<file path="src/rtplt_pkg.sv">
// shared types and constants for the rtp relay latch table
package rtplt_pkg;

    localparam int NUM_PORTS = 1024;
    localparam int PORT_W    = $clog2(NUM_PORTS);
    localparam int Q_DEPTH   = 4;
    localparam int Q_PTR_W   = $clog2(Q_DEPTH);
    localparam int Q_CNT_W   = $clog2(Q_DEPTH + 1);

    localparam logic [15:0] IDLE_LIMIT_RST = 16'd30;

    typedef enum logic [1:0] {
        ACT_DROP = 2'd0,
        ACT_FWD  = 2'd1,
        ACT_REL  = 2'd2
    } t_action;

    typedef enum logic [1:0] {
        PH_EMPTY  = 2'd0,
        PH_HALF   = 2'd1,
        PH_ACTIVE = 2'd2
    } t_phase;

    typedef enum logic [1:0] {
        KIND_PKT_OTHER = 2'd0,
        KIND_PKT_RTP   = 2'd1,
        KIND_TICK_EVEN = 2'd2,
        KIND_TICK_ODD  = 2'd3
    } t_kind;

    typedef struct packed {
        logic        req_type;
        logic [9:0]  port_index;
        logic [31:0] src_addr;
        logic [15:0] src_port;
        logic        packet_is_rtp;
    } t_in_item;

    typedef struct packed {
        t_action     action;
        logic [31:0] dest_addr;
        logic [15:0] dest_port;
        logic [9:0]  out_port_index;
    } t_out_item;

    typedef struct packed {
        t_kind       kind;
        logic [9:0]  port_index;
        logic [31:0] src_addr;
        logic [15:0] src_port;
    } t_cmd;

    typedef struct packed {
        t_phase      phase;
        logic [31:0] a_addr;
        logic [15:0] a_port;
        logic [31:0] b_addr;
        logic [15:0] b_port;
        logic [15:0] idle;
    } t_entry;

endpackage

</file>
<file path="src/rtplt_queue.sv">
// command queue between the front stage and the table engine
module rtplt_queue (
    input  logic            i_clk,
    input  logic            i_rst_n,
    input  logic            i_push,
    input  rtplt_pkg::t_cmd i_cmd,
    output logic            o_full,
    input  logic            i_pop,
    output logic            o_empty,
    output rtplt_pkg::t_cmd o_cmd
);

    rtplt_pkg::t_cmd                    r_mem [rtplt_pkg::Q_DEPTH];
    logic [rtplt_pkg::Q_PTR_W-1:0]      r_wptr;
    logic [rtplt_pkg::Q_PTR_W-1:0]      r_rptr;
    logic [rtplt_pkg::Q_CNT_W-1:0]      r_count;
    logic                               do_push;
    logic                               do_pop;

    assign o_full  = r_count == rtplt_pkg::Q_CNT_W'(rtplt_pkg::Q_DEPTH);
    assign o_empty = r_count == '0;
    assign o_cmd   = r_mem[r_rptr];
    assign do_push = i_push && !o_full;
    assign do_pop  = i_pop && !o_empty;

    always_ff @(posedge i_clk) begin
        if (!i_rst_n) begin
            r_wptr  <= '0;
            r_rptr  <= '0;
            r_count <= '0;
        end else begin
            if (do_push) begin
                r_wptr <= r_wptr + 1'b1;
            end
            if (do_pop) begin
                r_rptr <= r_rptr + 1'b1;
            end
            if (do_push && !do_pop) begin
                r_count <= r_count + 1'b1;
            end else if (do_pop && !do_push) begin
                r_count <= r_count - 1'b1;
            end
        end
    end

    always_ff @(posedge i_clk) begin
        if (do_push) begin
            r_mem[r_wptr] <= i_cmd;
        end
    end

endmodule

</file>
<file path="config.mk">
export PLATFORM = sky130hd
export DESIGN_NAME = rtplt_queue
export DESIGN_NICKNAME = d
export VERILOG_FILES = /design/src/rtplt_pkg.sv /design/src/rtplt_queue.sv
export SDC_FILE = /design/constraint.sdc
export NUM_CORES = 1
export LEC_CHECK = 0
export ABC_CLOCK_PERIOD_IN_PS = 2900
export BUFFER_PORTS_ARGS = -buffer_cell sky130_fd_sc_hd__buf_2
export CORE_ASPECT_RATIO = 1.1
export CORE_MARGIN = 2
export CORE_UTILIZATION = 57
export DETAILED_ROUTE_END_ITERATION = 8
export MAX_ROUTING_LAYER = met4
export PLACE_DENSITY = 0.79
export SETUP_SLACK_MARGIN = 0.3
export SLEW_MARGIN = 15
export SYNTH_ARGS = -nofsm -noshare
export SYNTH_HDL_FRONTEND = slang
export SYNTH_SLANG_ARGS = --single-unit
</file>
<file path="constraint.sdc">
create_clock -name i_clk -period 2.9 [get_ports i_clk]
set_input_delay 0.58 -clock i_clk [delete_from_list [all_inputs] [get_ports i_clk]]
set_output_delay 0.58 -clock i_clk [all_outputs]
set_load 0.02 [all_outputs]
</file>
==> flow_summary.yaml <==
pwr:
  clockPowerShare_pct: 31.6
  p_seq_share_pct: 43.7
  p_comb_share_pct: 24.7
  peakVddDrop_mv: 0.639
  leakage_uw: 0.00371
  sw_frac_of_total_pct: 27.2
  intPower_uw: 7530
  switching_power_uw: 2820
  total_power_uw: 10300
  pwr_density_cell_nw_per_um2: 943
global_routing:
  grt_pass1_wl_um: 24200
  antenna_found_initial: 2
  first_global_vias: 4339
  gr-total-overflow: 0
  busiest_layer: "met2"
  grt_use_met3_pct: 4.27
  grt_max_degree: 41
  grtUsageMet2_pct: 32.4
  grt_usage_pct: 19.1
  grt.met1_usage_pct: 24.2
cts:
  clk_latency_ps: 500
  post_cts_buffers: 2
  tritoncts: "done"
  htree_levels: 1
  numCtsBuffers: 24
  ctsHoldBuffers: 0
  cts_max_path_buffers: 3
  cts_root_buf: "clkbuf_16"
  path_clk_slew_ps: 60
  cts.sinks: 249
  cts_resized: 0
sta:
  setup_violations: 0
  fin_hold_ws_ps: 290
  finalCritPeriodShare_pct: 84.6
  maxSlewHeadroom_pct: 63.2
  rsz0062_at_grt: "no"
  maxSlewViolCount: 0
  tightest_slew_ps: 553
  timing.final.crit_period_ps: 2450
  hold_violations: 0
  finClkSkew_ps: 13.5
  max_freq_mhz: 407
  setup_tns_ps: 0
detailed_routing:
  vias: 4130
  drt-total-wl_um: 15900
  routed_via_density: 5.67
  drt_iter0_drc: 269
  ant_nets: 0
  post-route-drc-count: 0
  wire_per_inst_um: 21.9
  first_pass_iters: 4
floorplan:
  ios: 126
  start_util_pct: 58.5
  fp.dieW_um: 125
  rows: 48
  fp.dieH_um: 137
  coreArea_um2: 15700
  die_area_um2: 17200
cells_and_area:
  layout_common_cells: "edfxtp_1, buf_2, mux4_2"
  nFillCells: 973
  nets: 579
  final_cell_area_um2: 11000
  layout_commonest_cell: "edfxtp_1"
  areaGrowthSynthToFinish_pct: 19.1
  fin_cells: 729
  final_layout_size_suffix_gt1_share_pct: 46.5
setup_path:
  worstSetupStartpointType: "flop"
  crit_type: "reg2out"
  critPathArrivalTime_ps: 1870
  reg2reg_to: "r_count[2]"
  r2r_cells: 9
  cp_cell_sequence: "buf_12 > mux4_2 > buf_2"
  r2r-start: "r_count[0]"
  cp_max_fo: 23
  r2r_slack_ps: 710
  critPathMaxStageDelay_ps: 560
  critPathCapture: "o_cmd[38]"
  crit_slowest_cell: "mux4_2"
  cp-end-kind: "primary output"
  required_ps: 2320
placement:
  io_buffers: 125
  place_inst: 680
  place_congestion: 0.699
  dpl.hpwl_um: 9700
  dpl_cell_area_um2: 10100
run:
  maxCapViolations: 0
synthesis:
  synthCells: 362
  synth-seq-area-share_pct: 80.2
  synth_area_per_cell_um2: 25.4
  synthFlopType: "edfxtp_1"
  synth.largest_area_cell: "edfxtp_1"
  synth-seq-cells: 249
  synthDistinctLibCells: 24
  netlist.area_leader.share_pct: 78.3
  synth_nets: 432
  synth_area_leaders: "edfxtp_1, mux4_2, dfxtp_1, buf_12, ha_1"
  ys.warnings.count: 0
  syn-cell-area_um2: 9210
  async_reset_ff_share_pct: 0
  synth_edf_count: 240
status:
  outcome: "finished, final reports clean"
hold_path:
  min_path_type: "in2reg"
-- worst max-delay path: cells and delay by family (launching register included) --
family	cells	cell delay, ps
DFF	1	400
buffers and inverters	2	400
muxes	1	560
-- stage by stage --
step	setup slack [ps]	util, %
5_1_grt	384	69.7
3_5_place_dp	657	64.0
6_report	445	69.7
4_1_cts	320	69.6
2_1_floorplan	812	-
3_3_place_gp	691	64.0
-- routing by layer --
metal / part of all wire (%) / vias up / wire length, µm
met3: 5.3 / 17 / 837
met1: 41 / 2164 / 6520
met4: 1.1 / 0 / 183
li1: - / 1832 / -
met5: 0 / - / 0
met2: 53 / 117 / 8390
-- worst min path at each step --
stage                   start           end  cells past startpoint
global placement    r_wptr[1]     r_wptr[1]                      2
floorplan           r_wptr[1]     r_wptr[1]                      2
global route        i_cmd[57]  r_mem[2][57]                      1
finish              i_cmd[43]  r_mem[0][43]                      1
detailed placement  r_wptr[1]     r_wptr[1]                      2
CTS                 i_cmd[43]  r_mem[0][43]                      1
-- flip-flops by register name, indices dropped and copies added (netlist names), named ones only --
signal and flops:
r_mem 240, r_count 3, r_wptr 2, r_rptr 2
-- power groups by stage --
stage	clock [µW]	combinational (µW)	sequential (µW)
global placement	0	2470	4630
detailed placement	0	2500	4660
floorplan	0	1940	4520
global route	3460	2730	4550
CTS	3320	2600	4530
finish	3270	2560	4520
-- area by class of cell --
class                           count  area (µm²)  share of cell area (%)
Antenna cell                        2        5.00                  0.0456
Clock buffer                       26         629                    5.74
Clock inverter                     18         224                    2.04
Inverter                            3        11.3                   0.103
Multi-Input combinational cell     94        1640                    15.0
Sequential cell                   249        7390                    67.4
Tap cell                          200         250                    2.28
Timing Repair Buffer              137         811                    7.39
-- logic make-up (layout without fill, tap and decap cells) --
logic type                 Yosys count  count (layout)  synth area share [%]
xor gates and xnor gates             4               4                 0.381
other                                0               2                     0
muxes                               63              63                  15.0
AOI/OAI and AO/OA                    4               4                 0.367
and+or+nand+nor                     17              17                  1.10
buffers and inverters               19             184                  2.01
adders and majority gates            6               6                 0.897
DFF                                249             249                  80.2
-- cells in the mapped netlist (2+ instances only) --
master      n
and2_1      8
buf_12      6
buf_2       7
dfxtp_1     9
edfxtp_1  240
ha_1        5
inv_1       3
mux2i_1     3
mux4_2     60
nand2_1     4
nor2b_1     2
xnor2_1     3
No activity file was read; power rests on OpenSTA's default activity.
