**src/rtplt_pkg.sv**
```systemverilog
// shared types and constants for the rtp relay latch table
package rtplt_pkg;

    localparam int NUM_PORTS = 1024;
    localparam int PORT_W    = $clog2(NUM_PORTS);
    localparam int Q_DEPTH   = 4;
    localparam int Q_PTR_W   = $clog2(Q_DEPTH);
    localparam int Q_CNT_W   = $clog2(Q_DEPTH + 1);

    localparam logic [15:0] IDLE_LIMIT_RST = 16'd30;

    typedef enum logic [1:0] {
        ACT_DROP = 2'd0,
        ACT_FWD  = 2'd1,
        ACT_REL  = 2'd2
    } t_action;

    typedef enum logic [1:0] {
        PH_EMPTY  = 2'd0,
        PH_HALF   = 2'd1,
        PH_ACTIVE = 2'd2
    } t_phase;

    typedef enum logic [1:0] {
        KIND_PKT_OTHER = 2'd0,
        KIND_PKT_RTP   = 2'd1,
        KIND_TICK_EVEN = 2'd2,
        KIND_TICK_ODD  = 2'd3
    } t_kind;

    typedef struct packed {
        logic        req_type;
        logic [9:0]  port_index;
        logic [31:0] src_addr;
        logic [15:0] src_port;
        logic        packet_is_rtp;
    } t_in_item;

    typedef struct packed {
        t_action     action;
        logic [31:0] dest_addr;
        logic [15:0] dest_port;
        logic [9:0]  out_port_index;
    } t_out_item;

    typedef struct packed {
        t_kind       kind;
        logic [9:0]  port_index;
        logic [31:0] src_addr;
        logic [15:0] src_port;
    } t_cmd;

    typedef struct packed {
        t_phase      phase;
        logic [31:0] a_addr;
        logic [15:0] a_port;
        logic [31:0] b_addr;
        logic [15:0] b_port;
        logic [15:0] idle;
    } t_entry;

endpackage

```
**src/rtplt_front.sv**
```systemverilog
// input stage: accepts items and classifies them into commands
module rtplt_front (
    input  logic                i_clk,
    input  logic                i_rst_n,
    input  logic                push,
    output logic                full,
    input  rtplt_pkg::t_in_item i_in,
    input  logic                i_clearing,
    input  logic                i_q_full,
    output logic                o_q_push,
    output rtplt_pkg::t_cmd     o_cmd
);

    logic            r_valid;
    rtplt_pkg::t_cmd r_cmd;
    rtplt_pkg::t_cmd n_cmd;
    logic            in_ready;
    logic            accept;

    assign o_q_push = r_valid && !i_q_full;
    assign in_ready = !i_clearing && (!r_valid || !i_q_full);
    assign full     = !in_ready;
    assign accept   = push && in_ready;
    assign o_cmd    = r_cmd;

    always_comb begin
        n_cmd.port_index = i_in.port_index;
        n_cmd.src_addr   = i_in.src_addr;
        n_cmd.src_port   = i_in.src_port;
        if (i_in.req_type) begin
            n_cmd.kind = i_in.port_index[0] ? rtplt_pkg::KIND_TICK_ODD
                                            : rtplt_pkg::KIND_TICK_EVEN;
        end else begin
            n_cmd.kind = i_in.packet_is_rtp ? rtplt_pkg::KIND_PKT_RTP
                                            : rtplt_pkg::KIND_PKT_OTHER;
        end
    end

    always_ff @(posedge i_clk) begin
        if (!i_rst_n) begin
            r_valid <= 1'b0;
        end else if (accept) begin
            r_valid <= 1'b1;
        end else if (o_q_push) begin
            r_valid <= 1'b0;
        end
    end

    always_ff @(posedge i_clk) begin
        if (accept) begin
            r_cmd <= n_cmd;
        end
    end

endmodule

```
**config.mk**
```make
export PLATFORM = sky130hd
export DESIGN_NAME = rtplt_front
export DESIGN_NICKNAME = d
export VERILOG_FILES = /design/src/rtplt_pkg.sv /design/src/rtplt_front.sv
export SDC_FILE = /design/constraint.sdc
export NUM_CORES = 1
export LEC_CHECK = 0
export BUFFER_PORTS_ARGS = -buffer_cell sky130_fd_sc_hd__buf_2
export CORE_ASPECT_RATIO = 1.2
export CORE_MARGIN = 1
export CORE_UTILIZATION = 44
export DETAILED_ROUTE_END_ITERATION = 6
export PLACE_DENSITY = 0.85
export SKIP_CTS_REPAIR_TIMING = 1
export SLEW_MARGIN = 20
export SYNTH_ARGS = -nofsm -noshare
export SYNTH_HDL_FRONTEND = slang
export SYNTH_SLANG_ARGS = --single-unit
```
**constraint.sdc**
```tcl
create_clock -name i_clk -period 10.95 [get_ports i_clk]
set_input_delay 2.19 -clock i_clk [delete_from_list [all_inputs] [get_ports i_clk]]
set_output_delay 2.19 -clock i_clk [all_outputs]
set_load 0.01 [all_outputs]
```
==> results of run 1 <==
## power by group
part	switching [mW]	total (mW)	internal, mW
Clock	0.0776	0.181	0.104
Sequential	0.00212	0.271	0.269
Combinational	0.0166	0.0320	0.0154
## logic make-up (layout without fill, tap and decap cells)
| logic type | Yosys count | count (layout) | synth area share [%] |
|---|---|---|---|
| multiplexers | 1 | 1 | 0.797 |
| buffers and inverters | 0 | 143 | 0 |
| flip-flops | 61 | 61 | 96.7 |
| AND/OR/NAND/NOR | 4 | 4 | 1.59 |
| AO/OA/AOI/OAI | 2 | 2 | 0.863 |
## metrics by stage
stage | area (sq um) | setup WS [ns] | power (mW) | hold WS, ns
finish | 2780 | 6.12 | 0.484 | 0.554
global route | 2780 | 6.10 | 0.503 | 0.589
CTS | 2780 | 6.12 | 0.490 | 0.558
detailed placement | 2600 | 6.11 | 0.308 | 0.558
global placement | 2600 | 6.16 | 0.307 | 0.521
floorplan | 1880 | 5.20 | 0.288 | 0.470
## routing by layer
metal | up-vias | GRT usage [%] | share of wire, %
met3 | 7 | 10.4 | 13
li1 | 546 | - | -
met2 | 79 | 27.0 | 53
met4 | 0 | 10.4 | 1.7
met5 | - | 0 | 0
met1 | 519 | 15.4 | 32
## registers in the layout (all words and copies together), names as in the netlist
name / cells
o_cmd: 60
r_valid: 1
## final cells by class
type	instances	area (sq um)
Sequential cell	61	1820
Fill cell	280	1250
Timing Repair Buffer	127	638
Clock buffer	11	131
Multi-Input combinational cell	7	72.6
Tap cell	54	67.6
Clock inverter	5	51.3
## layout by cell type, fill, tap and decap left out, types with 2 or more instances in the layout
cell | Yosys | final
clkbuf_1 | 0 | 2
clkbuf_8 | 0 | 9
buf_2 | 0 | 126
clkinv_2 | 0 | 2
edfxtp_1 | 60 | 60
## cell usage after synthesis (all sizes together)
master   n  area [sq um]
a21boi   1          11.3
a21oi    1          5.00
dfxtp    1          20.0
edfxtp  60          1800
mux2     1          15.0
nand2    1          3.75
nand2b   2          20.0
nor2b    1          6.26
## worst max-delay path: stages
cell and delay, ns:
buf_2 0.13, nand2_1 0.11, nand2b_1 0.07, buf_2 0.14
## final timing paths
check | cells past startpoint | endpoint
worst min register to register | 2 | r_valid
worst min-delay path | 2 | r_valid
worst max-delay path | 4 | full
worst max register to register | 2 | o_cmd[16]
==> reports/metrics.yaml, run 1 <==
status: "finished clean"
grt_pass1_vias: 1130
gp_congestion: 0.680
syn_inst: 68
ant_nets: 0
setup_viol_count_final: 0
synth.distinct_cells: 9
critPathMaxFanout: 3
die_x_microns: 61.7
power_density_nw_per_um2: 174
rows: 25
fin_nets: 271
drt-vias-per-instance: 4.34
final_util_pct: 69.0
worst-endpoint-arrival_ns: 2.64
cts_tree: "built"
dr.pass1.iters: 3
root_buffer: "clkbuf_8"
rsz0062_at_grt: "no"
routed_wl_microns: 3560
grt_pass1_wl_microns: 5020
die_h_microns: 73.7
yosysSeqAreaShare_pct: 96.7
grt_max_degree: 61
cts.path.max_buffers: 2
ys_ff_latch: 61
grt_overflow: 0
end_kind: "primary output"
ioPinCount: 127
finalCriticalPeriod_ns: 4.83
start_kind: "input port"
wire_per_inst_microns: 13.4
numPortBuffers: 126
worst_ep_required_time_ns: 8.76
p_leak_nw: 1.19
cts_sinks: 61
tightest_slew_ns: 0.711
setup.worst_path.class: "in -> out"
r2r_slack_ns: 9.53
antenna_found_initial: 0
clk_pin_slew_worst_paths_ns: 0.06
htree_levels: 3
fin_crit_sh_pct: 44.1
setup_tns_ns: 0
drt_iter0_drc: 75
cts_buffers: 9
synth_nets: 133
drc: 0
layout.cells.non_filler: 265
slew_headroom_pct: 52.6
num_vias: 1151
grt_usage_pct: 16.8
syn_avg_cell_area_sq_um: 27.7
hold_class: "reg -> reg"
insertedDiodeCount: 0
worstSkewPairLatency_ns: 0.32
hp-start: "r_valid"
place_inst: 249
drv_cap: 0
start_util_pct: 46.7
fmax_mhz: 207
core-area_sq_um: 4040
drv_slew: 0
peakVddDrop_mv: 0.113
finClkSkew_ns: 0.00763
syn-cell-area_sq_um: 1880
dieArea_sq_um: 4550
cp-startpoint: "i_q_full"
hold_violations: 0
synthToLayoutAreaGrowth_pct: 47.8
layout-drive-gt1-share_pct: 68.2
yosys_warnings: 0
reg2reg_from: "r_valid"
Power figures use the tool's default switching activity.
==> run 2, diff against run 1 <==
CORE_UTILIZATION = 40   (was 44)
PLACE_DENSITY = 0.78   (was 0.85)
clock period = 5.1 ns   (was 10.95 ns; I/O delays follow)
==> run 2 against run 1 <==
Via count up 0.78%; sequential power up 110%; die area up 9.7%; register-to-register slack worse by 6.1 ns; clock skew down 0.0026 ns; wire length up 2.7%; critical path depth unchanged; total power up 110%; setup slack worse by 3.5 ns; largest cell class unchanged; largest power group unchanged; highest routed layer unchanged.
==> reports/metrics.yaml, run 2 (synthesis results as in run 1) <==
finClkSkew_ns: 0.00505
fill_cells: 370
dieArea_sq_um: 4990
switching_share_pct: 19.7
tightest_slew_ns: 0.515
drc: 0
start_util_pct: 41.3
cts_tree: "built"
rows: 27
hold_class: "reg -> reg"
critPathMaxFanout: 3
die_h_microns: 77.2
dr.pass1.iters: 6
htree_levels: 3
wire_per_inst_microns: 13.5
fin_nets: 272
setup.worst_path.class: "in -> out"
worstSkewPairLatency_ns: 0.31
gp_congestion: 0.716
setup_tns_ns: 0
die_x_microns: 64.6
r2r_slack_ns: 3.41
worst-endpoint-arrival_ns: 1.47
fmax_mhz: 402
fin_crit_sh_pct: 48.8
pre_cts_slack_ns: 2.15
status: "finished clean"
r2r_end: "o_cmd[4]"
root_buffer: "clkbuf_8"
drt-vias-per-instance: 4.30
setup_viol_count_final: 0
finalCriticalPeriod_ns: 2.49
cts_sinks: 61
switchingPower_mw: 0.204
register_area_sq_um: 1820
grt_pass1_wl_microns: 5360
peakVddDrop_mv: 0.210
p_clk_share_pct: 36.7
layout.cells.most_common_list: "buf_2, edfxtp_1, clkbuf_8, clkinv_1, clkinv_2"
grt_max_degree: 38
reg2reg_from: "r_valid"
slew_headroom_pct: 65.6
routed_wl_microns: 3660
power_density_nw_per_um2: 367
numPortBuffers: 126
largest_reg_flops: 60
seqPwrFrac_pct: 56.3
ioPinCount: 127
internal_power_mw: 0.830
grt_overflow: 0
worst_ep_required_time_ns: 4.08
ant_nets: 0
end_kind: "primary output"
antenna_found_initial: 0
insertedDiodeCount: 0
layout-drive-gt1-share_pct: 68.4
drv_cap: 0
crit_slowest_cell: "buf_2"
hold_violations: 0
hp-start: "r_valid"
path_cells: "buf_2 -> nand2_1 -> nand2b_1 -> buf_2"
hold_end: "r_valid"
grt_usage_pct: 15.6
start_kind: "input port"
cts_buffers: 9
worst_slack_ns: 2.61
cts.path.max_buffers: 2
final_common_cell: "buf_2"
drv_slew: 0
worst_path_largest_cell_delay_ns: 0.13
synthToLayoutAreaGrowth_pct: 49.4
clk_pin_slew_worst_paths_ns: 0.06
rsz0062_at_grt: "no"
totalPowerFinal_mw: 1.03
p_comb_share_pct: 6.9
grt_pass1_vias: 1196
p_leak_nw: 1.21
multi_input_area_sq_um: 72.6
min_path_cells: 2
crit_path_frequent_cell: "buf_2"
num_vias: 1160
drt_iter0_drc: 22
core-area_sq_um: 4560
rr_worst_depth: 3
[run 2: cell types whose count changed in the layout (fill, tap and decap cells not counted)]
cell and change:
buf_16 +1, clkinvlp_4 -1, clkinv_1 +2, clkinv_2 +1, clkbuf_1 -2
[run 2: worst max-delay path: cells and delay by family]
kind,cells,cell delay [ns]
simple gates,2,0.19
buf+inv,2,0.26
[run 2: final cells by class]
cell class | instances | share of cell area (%)
clock buffer | 9 | 4.40
multi-input combinational | 7 | 2.58
sequential | 61 | 64.8
clock inverter | 7 | 2.00
tap | 58 | 2.58
timing repair buffer | 128 | 23.7
[run 2: power groups by stage]
| stage | clock network [mW] | registers [mW] | logic [mW] |
|---|---|---|---|
| final | 0.380 | 0.582 | 0.0718 |
| after floorplan | 0 | 0.607 | 0.0107 |
| after global routing | 0.415 | 0.583 | 0.0771 |
| after CTS | 0.396 | 0.582 | 0.0701 |
| after global placement | 0 | 0.592 | 0.0678 |
| after detailed placement | 0 | 0.593 | 0.0698 |
[run 2: worst max-delay path by stage]
stage,from,to,depth (start not counted)
after CTS,i_clearing,o_cmd[31],4
after detailed placement,i_clearing,o_cmd[48],4
after global routing,i_q_full,full,4
after floorplan,i_clearing,o_cmd[0],2
final,i_q_full,full,4
after global placement,i_clearing,o_cmd[37],4
[run 2: per-stage QoR]
stage               std cells  hold WS [ns]  util, %  cell area, sq um
finish                    270         0.583     61.7              2810
global route              270         0.587     61.7              2810
CTS                       269         0.574     61.1              2790
detailed placement        253         0.563     57.1              2610
global placement          253         0.518     57.1              2610
floorplan                  68         0.470        -              1880
[run 2: per-layer routing]
| metal | wire [microns] | vias up | track usage (%) |
|---|---|---|---|
| met4 | 46 | 0 | 9.11 |
| li1 | - | 550 | - |
| met5 | 0 | - | 0 |
| met2 | 2110 | 65 | 27.1 |
| met3 | 337 | 4 | 7.74 |
| met1 | 1170 | 541 | 14.2 |
